==> src/design/sac_ram.sv <==
// generic single write port ram with registered read
`default_nettype none
module sac_ram #(
  parameter int WIDTH = 8,
  parameter int DEPTH = 16
) (
  input  wire logic                     clk,
  input  wire logic                     we,
  input  wire logic [$clog2(DEPTH)-1:0] waddr,
  input  wire logic [WIDTH-1:0]         wdata,
  input  wire logic [$clog2(DEPTH)-1:0] raddr,
  output logic      [WIDTH-1:0]         rdata
);

  logic [WIDTH-1:0] mem [DEPTH];

  // write port
  always_ff @(posedge clk) begin
    if (we) begin
      mem[waddr] <= wdata;
    end
  end

  // registered read port
  always_ff @(posedge clk) begin
    rdata <= mem[raddr];
  end

endmodule
`default_nettype wire

==> config.mk <==
export PLATFORM = sky130hd
export DESIGN_NAME = sac_ram
export DESIGN_NICKNAME = d
export VERILOG_FILES = /design/src/design/sac_ram.sv
export SDC_FILE = /design/constraint.sdc
export NUM_CORES = 1
export LEC_CHECK = 0
export BUFFER_PORTS_ARGS = -buffer_cell sky130_fd_sc_hd__buf_2
export CAP_MARGIN = 20
export CORE_MARGIN = 2
export CORE_UTILIZATION = 60
export CTS_BUF_LIST = sky130_fd_sc_hd__clkbuf_2 sky130_fd_sc_hd__clkbuf_4 sky130_fd_sc_hd__clkbuf_8
export DETAILED_ROUTE_END_ITERATION = 10
export GPL_TIMING_DRIVEN = 0
export HOLD_SLACK_MARGIN = 0.06
export PLACE_DENSITY_LB_ADDON = 0.25
export SYNTH_ARGS = -nofsm -noshare
export SYNTH_HDL_FRONTEND = slang
export SYNTH_SLANG_ARGS = --single-unit
==> constraint.sdc <==
create_clock -name clk -period 2.36 [get_ports clk]
set_clock_uncertainty 0.05 [all_clocks]
set_input_delay 0.118 -clock clk [delete_from_list [all_inputs] [get_ports clk]]
set_output_delay 0.118 -clock clk [all_outputs]
set_load 0.02 [all_outputs]
==> results.yml <==
run_status:
  status: "finished, final reports clean"
critical_path:
  critPathLaunch: "waddr[1]"
  cpPeakStageDelay_ns: 0.63
  cp-start-kind: "input port"
  crit_arrival_ns: 1.80
  worst-r2r-setup-slack_ns: 0.93
  crit_end: "mem[12][4]"
  crit_top_cell: "dlygate4sd3_1"
  worst-r2r-cell-count: 3
  criticalPathCategory: "input port to flip-flop"
  regToRegEndpoint: "rdata[7]"
  cp_cell_sequence: "dlygate4sd3_1 -> buf_2 -> nor3_1 -> dlygate4sd3_1"
  slowest_stage: "dlygate4sd3_1"
  worst-path-max-fanout: 7
  required_ns: 2.45
  crit_path_end_kind: "flip-flop"
  worstReg2RegStart: "mem[7][7]"
drt:
  final_antenna_net_count: 0
  via_per_inst: 6.13
  dr.pass1.iters: 5
  routedWlPerCell_microns: 23.4
  route.detailed.drc: 0
  wl_mm: 9.48
  num_vias: 2484
  drtIter0Drc: 299
synthesis:
  synth_top_family_by_area: "multiplexers"
  syn_area_sq_mm: 0.00515
  synthesis.nets: 247
  muxShareOfSynthArea_pct: 15.0
  synthCells: 229
  yosys.area_share.simple_pct: 3.18
  yosysUniqueCellTypes: 19
  ys_seq_elements: 136
  synth-seq-area-share_pct: 77.8
  yosys_warnings: 0
  synthAdderAreaFrac_pct: 0
  synth-compound-area-share_pct: 2.33
  syn_area_per_cell_sq_um: 22.5
  synth_xor_area_share_pct: 0
clocking:
  cts-root-buf: "clkbuf_8"
  cts_made_buffers: 17
  cts_tree: "built"
  cts.reportedPaths.clkPinSlew_ns: 0.08
  cts_setup_buffers: 0
  htree_num_levels: 4
  clock_sinks: 136
  clock_latency_ns: 0.43
  cts_max_path_buffers: 2
timing:
  fin_setup_tns_ns: 0
  fin_crit_ns: 1.71
  min_period_over_period_pct: 72.5
  final-setup-viol-count: 0
  rsz0062_at_grt: "false"
  max_slew_margin_pct: 44.4
  finalMaxSlewViolations: 0
  hold_viol: 0
  max_freq_mhz: 585
  tightestPinTransition_ns: 0.831
place:
  io_buffers: 24
  gp_congestion: 0.733
  placed_area_sq_mm: 0.00542
  dp.final_hpwl_mm: 5.68
power:
  power_uw: 5060
  p_leak_uw: 0.00202
  power_density_mw_per_mm2: 847
  vdd_drop_max_mv: 0.484
finish:
  diodes: 0
  nFillCells: 498
  fin_nets: 305
  fin_area_sq_mm: 0.00598
  final_layout_size_suffix_gt1_share_pct: 29.7
  area_growth_pct: 16.1
  utilization_pct: 72.4
  multi_input_area_sq_mm: 0.00106
  register_area_sq_mm: 0.00400
floorplan:
  rows: 33
  fp.dieArea_sq_mm: 0.00934
  die_w_microns: 96.6
  die_h_microns: 96.6
  core-area_sq_mm: 0.00826
  io_pins: 26
  start_util_pct: 62.3
global_routing:
  track_usage_pct: 21.7
  grt_pass1_wl_mm: 14.4
  grt_start_max_net_pins: 17
  grt-ovfl-total: 0
  antenna_found_initial: 0
  grt_pass1_vias: 2473
hold_path:
  hold_path.class: "input port to flip-flop"
  hold_start: "raddr[1]"
run:
  max_cap_viol_count: 0
repair_timing:
action | CTS | global route
endpoints found under the hold margin | 130 | 0
gates resized for setup | 0 | 0
hold buffers | 11 | 0
how the worst min path moves through the flow:
stage	end	slack [ns]	cells after the start
floorplan	mem[0][0]	0.17	0
global placement	mem[6][6]	0.46	1
detailed placement	mem[7][6]	0.47	1
CTS	rdata[0]	0.16	4
global route	rdata[0]	0.17	4
finish	rdata[0]	0.18	4
layout make-up:
| type | instances | area share (%) |
|---|---|---|
| multi-input cells | 83 | 17.7 |
| flip-flops and latches | 136 | 67.0 |
| plain buffers | 10 | 1.44 |
| well taps | 105 | 2.20 |
| clock buffers | 18 | 4.14 |
| clock inverters | 14 | 3.27 |
| repair buffers | 39 | 4.27 |
metal layers:
layer	routed length [microns]	track usage, %	part of all wire, %	vias to the layer above
met2	4710	32.9	50	111
met1	3920	31.1	41	1272
li1	-	-	-	1088
met5	0	0	0	-
met4	168	8.34	1.8	0
met3	691	5.78	7.3	13
kinds of logic after synthesis:
logic type | Yosys count
DFF | 136
muxes | 32
AOI/OAI and AO/OA | 16
and+or+nand+nor | 35
buffers and inverters | 10
placed cells by master (no fill, tap or decap):
cell type,n
and2_1,1
nand2_1,9
or3b_2,1
buf_6,3
and2b_1,1
dlygate4sd3_1,11
clkdlybuf4s25_2,3
nor3_1,4
inv_6,2
bufinv_16,4
dfxtp_1,8
a22oi_1,16
nor2_1,13
clkinvlp_4,4
clkinv_2,2
nand3b_1,2
clkbuf_8,18
edfxtp_1,128
clkinv_4,2
buf_4,3
nand2b_1,2
nand3_1,1
buf_2,29
nor2b_1,1
mux4_2,18
mux4_1,14
through the flow:
step                instances  worst slack, ns  hold slack [ns]
floorplan                 229            0.699            0.167
global placement          358            0.127            0.460
detailed placement        361            0.504            0.475
CTS                       404            0.568            0.162
global route              405            0.579            0.174
finish                    405            0.650            0.177
state kept, by name, indices dropped and copies added (netlist names):
signal	count
mem	128
rdata	8
critical path: cells and delay by family:
kind	cells	cell delay (ns)
buffers and inverters	3	1.33
AND/OR/NAND/NOR	1	0.35
Yosys cell counts:
| cell | count | area [sq um] |
|---|---|---|
| nor3_1 | 4 | 20.0 |
| buf_4 | 1 | 7.51 |
| nand3_1 | 1 | 5.00 |
| mux4_1 | 14 | 368 |
| nor2_1 | 13 | 48.8 |
| or3b_2 | 1 | 8.76 |
| mux4_2 | 18 | 405 |
| buf_2 | 3 | 15.0 |
| and2_1 | 1 | 6.26 |
| nand2b_1 | 2 | 12.5 |
| dfxtp_1 | 8 | 160 |
| nand3b_1 | 2 | 15.0 |
| clkdlybuf4s25_2 | 3 | 30.0 |
| nand2_1 | 9 | 33.8 |
| a22oi_1 | 16 | 120 |
| edfxtp_1 | 128 | 3840 |
| nor2b_1 | 1 | 6.26 |
| and2b_1 | 1 | 7.51 |
| buf_6 | 3 | 33.8 |
where the power goes:
part | internal, uW | total [uW] | switching, uW
registers | 2700 | 2710 | 12.5
clock network | 1180 | 2070 | 882
logic | 119 | 284 | 165
total | 4000 | 5060 | 1060
Note: power is estimated with default switching activity, not from simulation.
